`config.mk`:
```
export PLATFORM = sky130hd
export DESIGN_NAME = tared_readout_seven_segment_scan
export DESIGN_NICKNAME = d
export VERILOG_FILES = /design/src/rtl/core/trss_pkg.sv /design/src/rtl/core/trss_front.sv /design/src/rtl/core/trss_queue.sv /design/src/rtl/core/trss_back.sv /design/src/rtl/core/tared_readout_seven_segment_scan.sv
export SDC_FILE = /design/constraint.sdc
export NUM_CORES = 1
export LEC_CHECK = 0
export BUFFER_PORTS_ARGS = -buffer_cell sky130_fd_sc_hd__buf_2
export CAP_MARGIN = 20
export CORE_ASPECT_RATIO = 2
export CORE_MARGIN = 4
export CORE_UTILIZATION = 53
export DETAILED_ROUTE_END_ITERATION = 8
export GPL_TIMING_DRIVEN = 1
export PLACE_DENSITY = 0.69
export SLEW_MARGIN = 25
export SYNTH_ARGS = -nofsm -noshare
export SYNTH_HDL_FRONTEND = slang
export SYNTH_HIERARCHICAL = 1
export SYNTH_SLANG_ARGS = --single-unit
```
`constraint.sdc`:
```
create_clock -name clk -period 9.5 [get_ports clk]
set_input_delay 0.475 -clock clk [delete_from_list [all_inputs] [get_ports clk]]
set_output_delay 0.475 -clock clk [all_outputs]
set_load 0.02 [all_outputs]
```
`src/rtl/core/trss_pkg.sv`:
```
// ----------------------------------------------------------------------------
// trss_pkg: shared types and constants for the tared seven-segment readout
// Item structs, function codes, division constants and the segment table.
// ----------------------------------------------------------------------------
package trss_pkg;

  localparam int CODE_W  = 24;
  localparam int FUNC_W  = 2;
  localparam int DIGIT_W = 4;
  localparam int SEG_W   = 7;
  localparam int EN_W    = 4;
  localparam int SCAN_W  = 2;
  localparam int QUO_W   = 11;   // mag / 10000 is at most 1677

  localparam int QUEUE_DEPTH = 4;

  // function codes
  localparam logic [FUNC_W-1:0] FUNC_SAMPLE = 2'd0;
  localparam logic [FUNC_W-1:0] FUNC_TARE   = 2'd1;
  localparam logic [FUNC_W-1:0] FUNC_SCAN   = 2'd2;

  // scan positions
  localparam logic [SCAN_W-1:0] POS_SIGN     = 2'd0;
  localparam logic [SCAN_W-1:0] POS_HUNDREDS = 2'd1;
  localparam logic [SCAN_W-1:0] POS_TENS     = 2'd2;
  localparam logic [SCAN_W-1:0] POS_ONES     = 2'd3;

  localparam logic [CODE_W-1:0] CODE_FLIP = 24'h80_0000;

  // mag / 10000: estimate by reciprocal, then one correction step
  localparam logic [15:0] RECIP_10000     = 16'd53687;   // floor(2^29 / 10000)
  localparam int          RECIP_SHIFT     = 29;
  localparam logic [13:0] COUNTS_PER_UNIT = 14'd10000;

  // q / 10, exact for q < 43690
  localparam logic [15:0] DIV10_MUL   = 16'd52429;
  localparam int          DIV10_SHIFT = 19;
  // q / 10, exact for q < 1029
  localparam logic [7:0]  DIV10_SMALL_MUL   = 8'd205;
  localparam int          DIV10_SMALL_SHIFT = 11;
  localparam logic [3:0]  TEN = 4'd10;

  localparam logic [SEG_W-1:0] SEG_MINUS = 7'h40;
  localparam logic [SEG_W-1:0] SEG_BLANK = 7'h00;

  typedef struct packed {
    logic [FUNC_W-1:0] func;
    logic [CODE_W-1:0] raw_code;
  } in_item_t;

  typedef struct packed {
    logic [EN_W-1:0]  digit_enable_n;
    logic [SEG_W-1:0] segments;
  } out_item_t;

  // queue entry between front and back
  typedef struct packed {
    logic              is_scan;
    logic              neg;
    logic [CODE_W-1:0] mag;
  } work_t;

  function automatic logic [SEG_W-1:0] seg_pattern(input logic [DIGIT_W-1:0] d);
    logic [SEG_W-1:0] p;
    case (d)
      4'd0:    p = 7'h3F;
      4'd1:    p = 7'h06;
      4'd2:    p = 7'h5B;
      4'd3:    p = 7'h4F;
      4'd4:    p = 7'h66;
      4'd5:    p = 7'h6D;
      4'd6:    p = 7'h7D;
      4'd7:    p = 7'h07;
      4'd8:    p = 7'h7F;
      4'd9:    p = 7'h6F;
      default: p = SEG_BLANK;
    endcase
    return p;
  endfunction

endpackage

```
`src/rtl/core/trss_front.sv`:
```
// ----------------------------------------------------------------------------
// trss_front: input side of the tared readout
// Flips the code, holds the tare baseline, forms sign and magnitude.
// ----------------------------------------------------------------------------
module trss_front (
  input  logic               clk,
  input  logic               rst,
  input  logic               in_valid,
  output logic               in_ready,
  input  trss_pkg::in_item_t in_item,
  output logic               push_valid,
  input  logic               push_ready,
  output trss_pkg::work_t    push_entry
);

  logic [trss_pkg::CODE_W-1:0] baseline;
  logic [trss_pkg::CODE_W-1:0] code;
  logic [trss_pkg::CODE_W:0]   diff;
  logic                        accept;
  logic                        is_sample;
  logic                        is_scan;

  assign code      = in_item.raw_code ^ trss_pkg::CODE_FLIP;
  assign is_sample = (in_item.func == trss_pkg::FUNC_SAMPLE);
  assign is_scan   = (in_item.func == trss_pkg::FUNC_SCAN);
  assign in_ready  = push_ready;
  assign accept    = in_valid && in_ready;

  assign diff = {1'b0, code} - {1'b0, baseline};

  // tare and unused codes never enter the queue
  assign push_valid         = in_valid && (is_sample || is_scan);
  assign push_entry.is_scan = is_scan;
  assign push_entry.neg     = diff[trss_pkg::CODE_W];
  assign push_entry.mag     = diff[trss_pkg::CODE_W] ? (baseline - code) : (code - baseline);

  always_ff @(posedge clk) begin
    if (rst) begin
      baseline <= '0;
    end else if (accept && (in_item.func == trss_pkg::FUNC_TARE)) begin
      baseline <= code;
    end
  end

endmodule

```
`src/rtl/core/trss_queue.sv`:
```
// ----------------------------------------------------------------------------
// trss_queue: short FIFO between front and back
// Register-based ring, valid/ready on both sides.
// ----------------------------------------------------------------------------
module trss_queue #(
  parameter int DEPTH = trss_pkg::QUEUE_DEPTH
) (
  input  logic            clk,
  input  logic            rst,
  input  logic            push_valid,
  output logic            push_ready,
  input  trss_pkg::work_t push_entry,
  output logic            pop_valid,
  input  logic            pop_ready,
  output trss_pkg::work_t pop_entry
);

  localparam int PTR_W = (DEPTH > 1) ? $clog2(DEPTH) : 1;
  localparam int CNT_W = $clog2(DEPTH + 1);

  trss_pkg::work_t  entries [DEPTH];
  logic [PTR_W-1:0] wr_ptr;
  logic [PTR_W-1:0] rd_ptr;
  logic [CNT_W-1:0] count;
  logic             do_push;
  logic             do_pop;

  assign push_ready = (count != CNT_W'(DEPTH));
  assign pop_valid  = (count != '0);
  assign pop_entry  = entries[rd_ptr];
  assign do_push    = push_valid && push_ready;
  assign do_pop     = pop_valid && pop_ready;

  always_ff @(posedge clk) begin
    if (do_push) begin
      entries[wr_ptr] <= push_entry;
    end
  end

  always_ff @(posedge clk) begin
    if (rst) begin
      wr_ptr <= '0;
      rd_ptr <= '0;
      count  <= '0;
    end else begin
      if (do_push) begin
        wr_ptr <= (wr_ptr == PTR_W'(DEPTH - 1)) ? '0 : wr_ptr + 1'b1;
      end
      if (do_pop) begin
        rd_ptr <= (rd_ptr == PTR_W'(DEPTH - 1)) ? '0 : rd_ptr + 1'b1;
      end
      if (do_push && !do_pop) begin
        count <= count + 1'b1;
      end else if (!do_push && do_pop) begin
        count <= count - 1'b1;
      end
    end
  end

endmodule

```
`src/rtl/core/trss_back.sv`:
```
// ----------------------------------------------------------------------------
// trss_back: divide, digit split and display scan
// Four pipeline stages, commit of digits and scan output at the end.
// ----------------------------------------------------------------------------
module trss_back (
  input  logic                clk,
  input  logic                rst,
  input  logic                pop_valid,
  output logic                pop_ready,
  input  trss_pkg::work_t     pop_entry,
  output logic                out_valid,
  input  logic                out_ready,
  output trss_pkg::out_item_t out_item
);

  localparam int CW   = trss_pkg::CODE_W;
  localparam int QW   = trss_pkg::QUO_W;
  localparam int DW   = trss_pkg::DIGIT_W;
  localparam int P1_W = CW + 16;
  localparam int Q1_W = 8;
  localparam int Q2_W = 5;
  localparam int RECIP_HI = trss_pkg::RECIP_SHIFT + QW;

  // stage 1: reciprocal product
  logic            s1_valid;
  logic            s1_is_scan;
  logic            s1_neg;
  logic [CW-1:0]   s1_mag;
  logic [P1_W-1:0] s1_prod;
  // stage 2: corrected quotient
  logic            s2_valid;
  logic            s2_is_scan;
  logic            s2_neg;
  logic [QW-1:0]   s2_q;
  // stage 3: q / 10
  logic            s3_valid;
  logic            s3_is_scan;
  logic            s3_neg;
  logic [QW-1:0]   s3_q;
  logic [Q1_W-1:0] s3_q1;
  // stage 4: ones digit and q / 100
  logic            s4_valid;
  logic            s4_is_scan;
  logic            s4_neg;
  logic [DW-1:0]   s4_ones;
  logic [Q1_W-1:0] s4_q1;
  logic [Q2_W-1:0] s4_q2;

  // committed display state
  logic                                is_negative;
  logic [DW-1:0]                       hundreds_digit;
  logic [DW-1:0]                       tens_digit;
  logic [DW-1:0]                       ones_digit;
  logic [trss_pkg::SCAN_W-1:0]         scan_index;

  logic            adv;
  logic [QW-1:0]   q0;
  logic [CW:0]     rem;
  logic [QW-1:0]   q_fix;
  logic [26:0]     div10_prod;
  logic [15:0]     div10s_prod;
  logic [DW-1:0]   tens_calc;
  logic [DW-1:0]   hundreds_calc;
  logic [trss_pkg::SEG_W-1:0] seg_sel;
  logic            any_digit;

  // whole pipe holds only when a scan result cannot leave
  assign adv       = !(s4_valid && s4_is_scan && out_valid && !out_ready);
  assign pop_ready = adv;

  assign q0    = s1_prod[RECIP_HI-1:trss_pkg::RECIP_SHIFT];
  assign rem   = {1'b0, s1_mag} - (CW + 1)'(q0 * trss_pkg::COUNTS_PER_UNIT);
  assign q_fix = (rem >= (CW + 1)'(trss_pkg::COUNTS_PER_UNIT)) ? q0 + 1'b1 : q0;

  assign div10_prod  = 27'(s2_q) * 27'(trss_pkg::DIV10_MUL);
  assign div10s_prod = 16'(s3_q1) * 16'(trss_pkg::DIV10_SMALL_MUL);

  assign tens_calc     = DW'(s4_q1 - Q1_W'(s4_q2 * trss_pkg::TEN));
  assign hundreds_calc = (s4_q2 >= Q2_W'(trss_pkg::TEN)) ? DW'(s4_q2 - Q2_W'(trss_pkg::TEN))
                                                         : DW'(s4_q2);

  assign any_digit = (hundreds_digit | tens_digit | ones_digit) != '0;

  always_comb begin
    case (scan_index)
      trss_pkg::POS_SIGN:     seg_sel = (is_negative && any_digit) ? trss_pkg::SEG_MINUS
                                                                  : trss_pkg::SEG_BLANK;
      trss_pkg::POS_HUNDREDS: seg_sel = trss_pkg::seg_pattern(hundreds_digit);
      trss_pkg::POS_TENS:     seg_sel = trss_pkg::seg_pattern(tens_digit);
      trss_pkg::POS_ONES:     seg_sel = trss_pkg::seg_pattern(ones_digit);
      default:                seg_sel = trss_pkg::SEG_BLANK;
    endcase
  end

  // payload stages
  always_ff @(posedge clk) begin
    if (adv) begin
      s1_is_scan <= pop_entry.is_scan;
      s1_neg     <= pop_entry.neg;
      s1_mag     <= pop_entry.mag;
      s1_prod    <= P1_W'(pop_entry.mag) * P1_W'(trss_pkg::RECIP_10000);
      s2_is_scan <= s1_is_scan;
      s2_neg     <= s1_neg;
      s2_q       <= q_fix;
      s3_is_scan <= s2_is_scan;
      s3_neg     <= s2_neg;
      s3_q       <= s2_q;
      s3_q1      <= div10_prod[trss_pkg::DIV10_SHIFT+Q1_W-1:trss_pkg::DIV10_SHIFT];
      s4_is_scan <= s3_is_scan;
      s4_neg     <= s3_neg;
      s4_ones    <= DW'(s3_q - QW'(s3_q1 * trss_pkg::TEN));
      s4_q1      <= s3_q1;
      s4_q2      <= div10s_prod[trss_pkg::DIV10_SMALL_SHIFT+Q2_W-1:trss_pkg::DIV10_SMALL_SHIFT];
    end
  end

  // stage valids, committed state, output register
  always_ff @(posedge clk) begin
    if (rst) begin
      s1_valid       <= 1'b0;
      s2_valid       <= 1'b0;
      s3_valid       <= 1'b0;
      s4_valid       <= 1'b0;
      is_negative    <= 1'b0;
      hundreds_digit <= '0;
      tens_digit     <= '0;
      ones_digit     <= '0;
      scan_index     <= '0;
      out_valid      <= 1'b0;
    end else begin
      if (out_valid && out_ready) begin
        out_valid <= 1'b0;
      end
      if (adv) begin
        s1_valid <= pop_valid;
        s2_valid <= s1_valid;
        s3_valid <= s2_valid;
        s4_valid <= s3_valid;
        if (s4_valid && !s4_is_scan) begin
          is_negative    <= s4_neg;
          hundreds_digit <= hundreds_calc;
          tens_digit     <= tens_calc;
          ones_digit     <= s4_ones;
        end
        if (s4_valid && s4_is_scan) begin
          out_valid  <= 1'b1;
          scan_index <= scan_index + 1'b1;
        end
      end
    end
  end

  always_ff @(posedge clk) begin
    if (adv && s4_valid && s4_is_scan) begin
      out_item.digit_enable_n <= ~(trss_pkg::EN_W'(1) << scan_index);
      out_item.segments       <= seg_sel;
    end
  end

endmodule

```
`src/rtl/core/tared_readout_seven_segment_scan.sv`:
```
// ----------------------------------------------------------------------------
// tared_readout_seven_segment_scan: tared readout on a 4-digit LED display
// Front, queue and back joined; one item per cycle unless the output stalls.
// ----------------------------------------------------------------------------
// Throughput: one item per cycle unless a scan result stalls at the output;
//   set by the combinational front subtract and fully pipelined back divide.
// Path: an empty path takes a scan tick through a queue write, the four
//   divide stages and the output register.
// Reset: synchronous, active high; clears baseline, digits, sign, scan
//   position, queue and all valid flags. No clearing pass.
module tared_readout_seven_segment_scan #(
  parameter int QUEUE_DEPTH = trss_pkg::QUEUE_DEPTH
) (
  input  logic                clk,
  input  logic                rst,
  input  logic                in_valid,
  output logic                in_ready,
  input  trss_pkg::in_item_t  in_item,
  output logic                out_valid,
  input  logic                out_ready,
  output trss_pkg::out_item_t out_item
);

  // Front: flips the code (two's complement to offset binary), keeps the tare
  // baseline, and turns a sample into sign and magnitude. Tare and unused
  // codes end in the front; samples and scan ticks go on in order.
  logic            push_valid;
  logic            push_ready;
  trss_pkg::work_t push_entry;

  // Back side of the queue.
  logic            pop_valid;
  logic            pop_ready;
  trss_pkg::work_t pop_entry;

  trss_front u_front (
    .clk        (clk),
    .rst        (rst),
    .in_valid   (in_valid),
    .in_ready   (in_ready),
    .in_item    (in_item),
    .push_valid (push_valid),
    .push_ready (push_ready),
    .push_entry (push_entry)
  );

  // Short queue so an output stall does not stop tare transfers at once.
  trss_queue #(
    .DEPTH (QUEUE_DEPTH)
  ) u_queue (
    .clk        (clk),
    .rst        (rst),
    .push_valid (push_valid),
    .push_ready (push_ready),
    .push_entry (push_entry),
    .pop_valid  (pop_valid),
    .pop_ready  (pop_ready),
    .pop_entry  (pop_entry)
  );

  // Back: divides the magnitude by 10000 with a reciprocal multiply and one
  // correction, splits the quotient into ones, tens and hundreds (thousands
  // dropped), and commits them in order with scan ticks. A scan tick reads
  // the committed digits, loads the output register and steps the scan.
  trss_back u_back (
    .clk       (clk),
    .rst       (rst),
    .pop_valid (pop_valid),
    .pop_ready (pop_ready),
    .pop_entry (pop_entry),
    .out_valid (out_valid),
    .out_ready (out_ready),
    .out_item  (out_item)
  );

endmodule

```
Yosys cells after proc, flatten, opt, wreduce, memory -nomap -nowiden
Memories as Yosys holds them, arrays and structs flattened. A register that Yosys moved wholly into a read port is not among the register bits.
Index checks and enable logic that the tools add are counted.
{ "op_classes": {"n_addsub": 13, "n_mul": 6, "magnitude_cmp": 2, "n_eq_ne": 8, "shift": 1, "mux": 22, "bitwise_logic": 5, "reduce_logical": 28} }
{ "op_table": {"columns": ["cell", "n"], "rows": [
  ["subtractor 24 bit", 2],
  ["multiplier 24 x 16 -> 40 bit, second input constant", 1],
  ["2-to-1 mux 4 bit", 7],
  ["one-hot mux 7 bit (4 select lines)", 1],
  ["multiplier 11 x 16 -> 27 bit, second input constant", 1],
  ["greater-or-equal comparator 25 x 14 -> 1 bit, second input constant", 1],
  ["subtractor 24 x 24 -> 25 bit", 1],
  ["subtractor 24 x 25 -> 25 bit", 1],
  ["2-to-1 mux 24 bit", 1],
  ["multiplier 11 x 10 -> 21 bit, second input constant", 1],
  ["multiplier 8 x 8 -> 16 bit, second input constant", 1],
  ["logical AND 1 bit", 15],
  ["adder 11 x 1 -> 11 bit, second input constant", 1],
  ["2-to-1 mux 11 bit", 1],
  ["equality test 2 bit, second input constant", 5],
  ["multiplier 8 x 3 -> 3 bit, second input constant", 1],
  ["2-to-1 mux 2 bit", 4],
  ["bitwise OR 4 bit", 2],
  ["subtractor 4 bit", 2],
  ["2-to-1 mux 7 bit", 1],
  ["adder 2 x 1 -> 2 bit, second input constant", 3],
  ["2-to-1 mux 3 bit", 2],
  ["greater-or-equal comparator 5 x 4 -> 1 bit, second input constant", 1],
  ["logical NOT 1 bit", 5],
  ["16 further kinds", 24]
]} }
{ "totals": {"reg_bits": 170, "ramBits": 104, "mem_bits_ro": 336, "inputBits": 30, "elab_cells": 121, "mem_count": 4} }
{ "memory_table": {"columns": ["memory", "depth", "word_bits", "read_ports", "rd_clocked_by_memory_dff", "write_ports", "line_no", "source"], "rows": [
  ["(no name shown)", 16, 7, 1, 1, 0, "trss_pkg.sv:65", "case (d)"],
  ["(no name shown)", 16, 7, 1, 1, 0, "trss_pkg.sv:65", null],
  ["(no name shown)", 16, 7, 1, 1, 0, "trss_pkg.sv:65", null],
  ["u_queue.entries", 4, 26, 1, 1, 1, "trss_queue.sv:21", "trss_pkg::work_t entries [DEPTH];"]
]} }

Logic depth before layout (Yosys ltp)
{ "depth": {"word_depth": 8, "ltp_mapped": 31} }

Cells and area by module
The synthesis kept the hierarchy.
{ "modules_own_cells": {"columns": ["mod", "instances", "cells_each", "area_each_um2", "seq_area_each_um2"], "rows": [
  ["trss_back", 1, 1683, 17563.1, 3403.3],
  ["trss_queue", 1, 184, 4226.6, 3303.2],
  ["trss_front", 1, 489, 3467.1, 480.5]
]} }

Worst setup path before layout
No wires, ideal clock.
{ "synth_timing": {"path_type": "reg2reg", "from": "register u_back.s1_prod[33]", "to": "register u_back.s2_q[1] (data pin)", "arrival_time_ps": 6764, "required_ps": 9238, "setup_slack_ps": 2474, "stages_incl_launch_ff": 31, "cell_sequence": "edfxtp_1 -> inv_1 -> fa_1 -> inv_1 -> ha_1 -> inv_1 -> fa_1 -> inv_1 -> ha_1 -> inv_1 -> fa_1 -> inv_1 -> ha_1 -> a21oi_1 -> o21bai_1 -> a311oi_1 -> o21ai_0 -> a21o_1 -> a21oi_1 -> xor2_1 -> ha_1 -> or3b_2 -> o221ai_1 -> nor4_1 -> nand3_1 -> a31oi_1 -> nand4_1 -> or4_1 -> nor4b_2 -> buf_4 -> mux2_1"} }
{ "synth_via": {"elab_chain_len": 4} }
{ "synth_rtl": {"columns": ["element", "line_no", "source"], "rows": [
  ["start, declared", "trss_back.sv:29", "logic [P1_W-1:0] s1_prod;"],
  ["start signal, assigned", "trss_back.sv:101", "s1_prod <= P1_W'(pop_entry.mag) * P1_W'(trss_pkg::RECIP_10000);"],
  ["multiplier 11 x 10 -> 21 bit", "trss_back.sv:72", "assign rem = {1'b0, s1_mag} - (CW + 1)'(q0 * trss_pkg::COUNTS_PER_UNIT);"],
  ["subtractor 24 x 25 -> 25 bit", "trss_back.sv:72", null],
  ["greater-or-equal comparator 25 x 14 -> 1 bit", "trss_back.sv:73", "assign q_fix = (rem >= (CW + 1)'(trss_pkg::COUNTS_PER_UNIT)) ? q0 + 1'b1 : q0;"],
  ["2-to-1 mux 11 bit", "trss_back.sv:73", null],
  ["named net u_back.q_fix[1]", "trss_back.sv:59", "logic [QW-1:0] q_fix;"],
  ["end signal, assigned", "trss_back.sv:104", "s2_q <= q_fix;"],
  ["end, declared", "trss_back.sv:34", "logic [QW-1:0] s2_q;"]
]} }
The timed path passes the listed nets, and every way through them passes these cells.
A chain may end at the register's enable or synchronous reset.

Final worst setup path
{ "layout_timing": {"from": "register u_back.s1_prod[35]", "to": "register u_back.s2_q[1] (data pin)"} }
The elaborated chain is that of the path after synthesis.

==> results.md <==
* HP Class: input pin to register
* Fin crit share at 89.2%
* Starting DRC count in detailed routing at 614
* Setup tns final at 0 ns
* Layout area overhead at 7.34%
* Clock buffer depth at 3
* WL per Instance at around 21 µm
* CTS root buffer: clkbuf_16
* TritonCTS Buffers at 27
* Status: complete, no violations
* Simple-gate share of the synthesized area at 7.27%
* Endpoints failing hold at 0
* TritonCTS Sinks at roughly 260
* Depth of the worst register-to-register path at 30
* Critical path launch point type: register
* Post-CTS setup buffers at 0
* IO Port Bufs at between 40 and 50
* Placed cell count at between 2000 and 3000
* Hold_buf cts at 0
* Most instantiated cells after synthesis: 474 x inv_1, 423 x ha_1, 234 x fa_1
* Post-route insts no fill at 3035
* CP Capture Type: register
* Crit Path Max Fanout at 11
* PostCTS Resize Cnt at 0
* FMAX at 118 MHz
* Min-delay src: in_item[23]
* Synth Area in XOR/XNOR at under 10%
* Syn Inst Count at 2356
* CP Class: register to register
* Yosys top cell by area: edfxtp_1
* Synth Area per Inst at 10.7 µm²
* Top FF cell, synth: edfxtp_1
* Slowest stage delay, CP at 0.71 ns
* Final Critical Period at 8.47 ns
* Die ar. at 0.0514 mm²
* WL final at 64400 µm
* EDFF count, synth at 190
* Largest net degree at the start of global routing at 70
* Detailed Routing Iterations Pass 1 at 6
* RSZ-0062 raised after global routing: no
* Std cell rows at 112
* Number of H-tree levels at 1
* Critical Path AT at 8.78 ns
* Adder-Cell Fraction of Synth Area at between 30 and 40%
* Num ports at 43
* Setup violations, final at 0
* Top-area cell type share of the netlist area at 22.6%
* Global-route wire length before repair at 100000 µm
* Worst skew pair latency at about 0.58 ns
* Number of global-route vias before repair at 19100
* Die W at 162 µm
* Design Area, Final at 0.0271 mm²
* CP max stage cell: edfxtp_1
* Synth warn at 6
* RD Place Congestion at 1.03
* Compound-gate portion of the synthesized area at under 10%
* CP dominant cell by count: inv_1
* Final Skew at ~0.019 ns
* Hold Crit Endpoint: u_front/baseline[23]
* Slew margin rel. at a little under two fifths
* Maxcap violations at 0
* Worst endpoint required time at 9.81 ns
* Critical R2R Capture: u_back/s2_q[1]
* Worst hold margin at 0.105 ns
* Cell Area, Synth at 0.0253 mm²
* Vias per cell at about 5.6
* Worst Setup SP: u_back/s1_prod[35]
* Sequential area share after synthesis at 28.5%
* Post-route ant nets at 0
* Placement Cell Area at 0.0261 mm²
* GR Overflow Total at 0
* Antenna violations before repair at 0
* Nets at ~3100
* Mux contribution to synthesized area at about 4%
* Syn_nets at 3043
* FF+latch count, synth at 264
* Largest family of logic cells by synthesized area: adder cells
* Slew Limit Fails at 0
* CTS tree: built
* DR vias at ~17000
* Core area at 0.0469 mm²
* Initial core utilization at 53.8%
* Largest cells by area after synthesis: edfxtp_1 23%, ha_1 21%, fa_1 19%
* Final HPWL DP at 54700 µm
* Fraction of layout instances using a drive strength above 1 at 6.81%
* Flop-to-flop setup slack at 1.03 ns
* N_diodes at 0
* Most frequent cell after synthesis: inv_1
* Ys async rst share at 0%
* CTS clock-pin slew for the worst setup and hold paths at 0.07 ns
* Slew at the pin closest to its max-slew limit at 0.939 ns
* Die H at between 300 and 400 µm
* Cell variety after synth at 93
* Overall routing resource usage at 25.6%
* Detailed-route DRC error count at 0
* FF-to-FF Start: u_back/s1_prod[35]
* Hold Crit Depth at 2
[worst max-delay path, delay by kind of cell (launching register included)]
kind / cells / cell delay [ns]
buffers and inverters: 7 / 0.79
adders and majority gates: 7 / 2.85
xor gates and xnor gates: 1 / 0.25
DFF: 1 / 0.71
and+or+nand+nor: 6 / 1.62
AOI/OAI and AO/OA: 8 / 1.61
muxes: 1 / 0.35
[final cells by class]
cell class                      count  area, µm²
Timing Repair Buffer               52        309
Multi-Input combinational cell   1564      16000
Clock inverter                     22        329
Fill cell                        3968      19800
Inverter                          478       1790
Sequential cell                   264       7190
Tap cell                          627        785
Clock buffer                       28        679
[routing by layer]
metal | wire (µm) | global-route usage (%) | up-vias
met5 | 0 | 0 | -
met4 | 7180 | 22.5 | 0
met3 | 1450 | 2.33 | 273
met2 | 37600 | 52.8 | 421
met1 | 18100 | 20.2 | 8333
li1 | - | - | 8041
[logic make-up (layout without fill, tap and decap cells)]
logic type      Yosys count  after routing
buf+inv                 528            580
mux                      69             69
simple gates            379            379
compound gates          374            374
flops                   264            264
xor+xnor                 85             85
fa+ha+maj               657            657
[cells in the final DEF, fill, tap and decap left out, types with 5 or more instances in the layout]
cell type	instances
buf_4	8
mux2i_1	40
or2_2	6
xor2_1	26
or3_1	7
mux4_2	26
and3_1	5
a222oi_1	8
o21ai_0	69
dfxtp_1	73
buf_2	42
a211oi_1	16
nand3_1	23
nand4_1	21
inv_1	474
a31oi_1	12
xnor2_1	59
clkbuf_16	27
o21bai_1	8
fa_1	234
ha_1	423
edfxtp_1	190
o31ai_1	5
nand2_1	113
o22ai_1	12
nor2b_1	22
nand2b_1	17
nor2_1	107
nor3b_1	7
o21a_1	18
a21oi_1	124
o211ai_1	5
and2_1	5
nor3_1	17
bufinv_16	6
a21o_1	37
[flip-flops by register name, summed over array words and instances (netlist names), 2 cells and up, named ones only]
| register | flops |
|---|---|
| u_front/baseline | 24 |
| u_back/s4_ones | 4 |
| u_queue/entries | 104 |
| u_back/s4_q1 | 4 |
| u_back/out_item | 11 |
| u_back/scan_index | 2 |
| u_back/s1_prod | 11 |
| u_back/s3_q1 | 8 |
| u_back/s3_q | 4 |
| u_back/ones_digit | 4 |
| u_back/tens_digit | 4 |
| u_queue/wr_ptr | 2 |
| u_back/s4_q2 | 5 |
| u_queue/rd_ptr | 2 |
| u_back/hundreds_digit | 4 |
| u_back/s2_q | 11 |
| u_back/s1_mag | 20 |
| u_queue/count | 3 |
[worst max path at each step]
stage | end | depth (start not counted)
CTS | u_back/s2_q[1] | 30
global route | u_back/s2_q[1] | 30
floorplan | u_back/s2_q[1] | 30
global placement | u_back/s2_q[1] | 30
finish | u_back/s2_q[1] | 30
detailed placement | u_back/s2_q[1] | 30
[stage by stage]
step	utilization, %	worst slack [ns]
detailed placement	55.5	1.07
global route	57.7	0.469
floorplan	-	2.47
CTS	57.7	1.02
finish	57.7	1.03
global placement	55.5	1.20
Power is left out: the tool's default activity adds up to more than one toggle a clock period on the data nets, which glitch-free logic cannot reach.
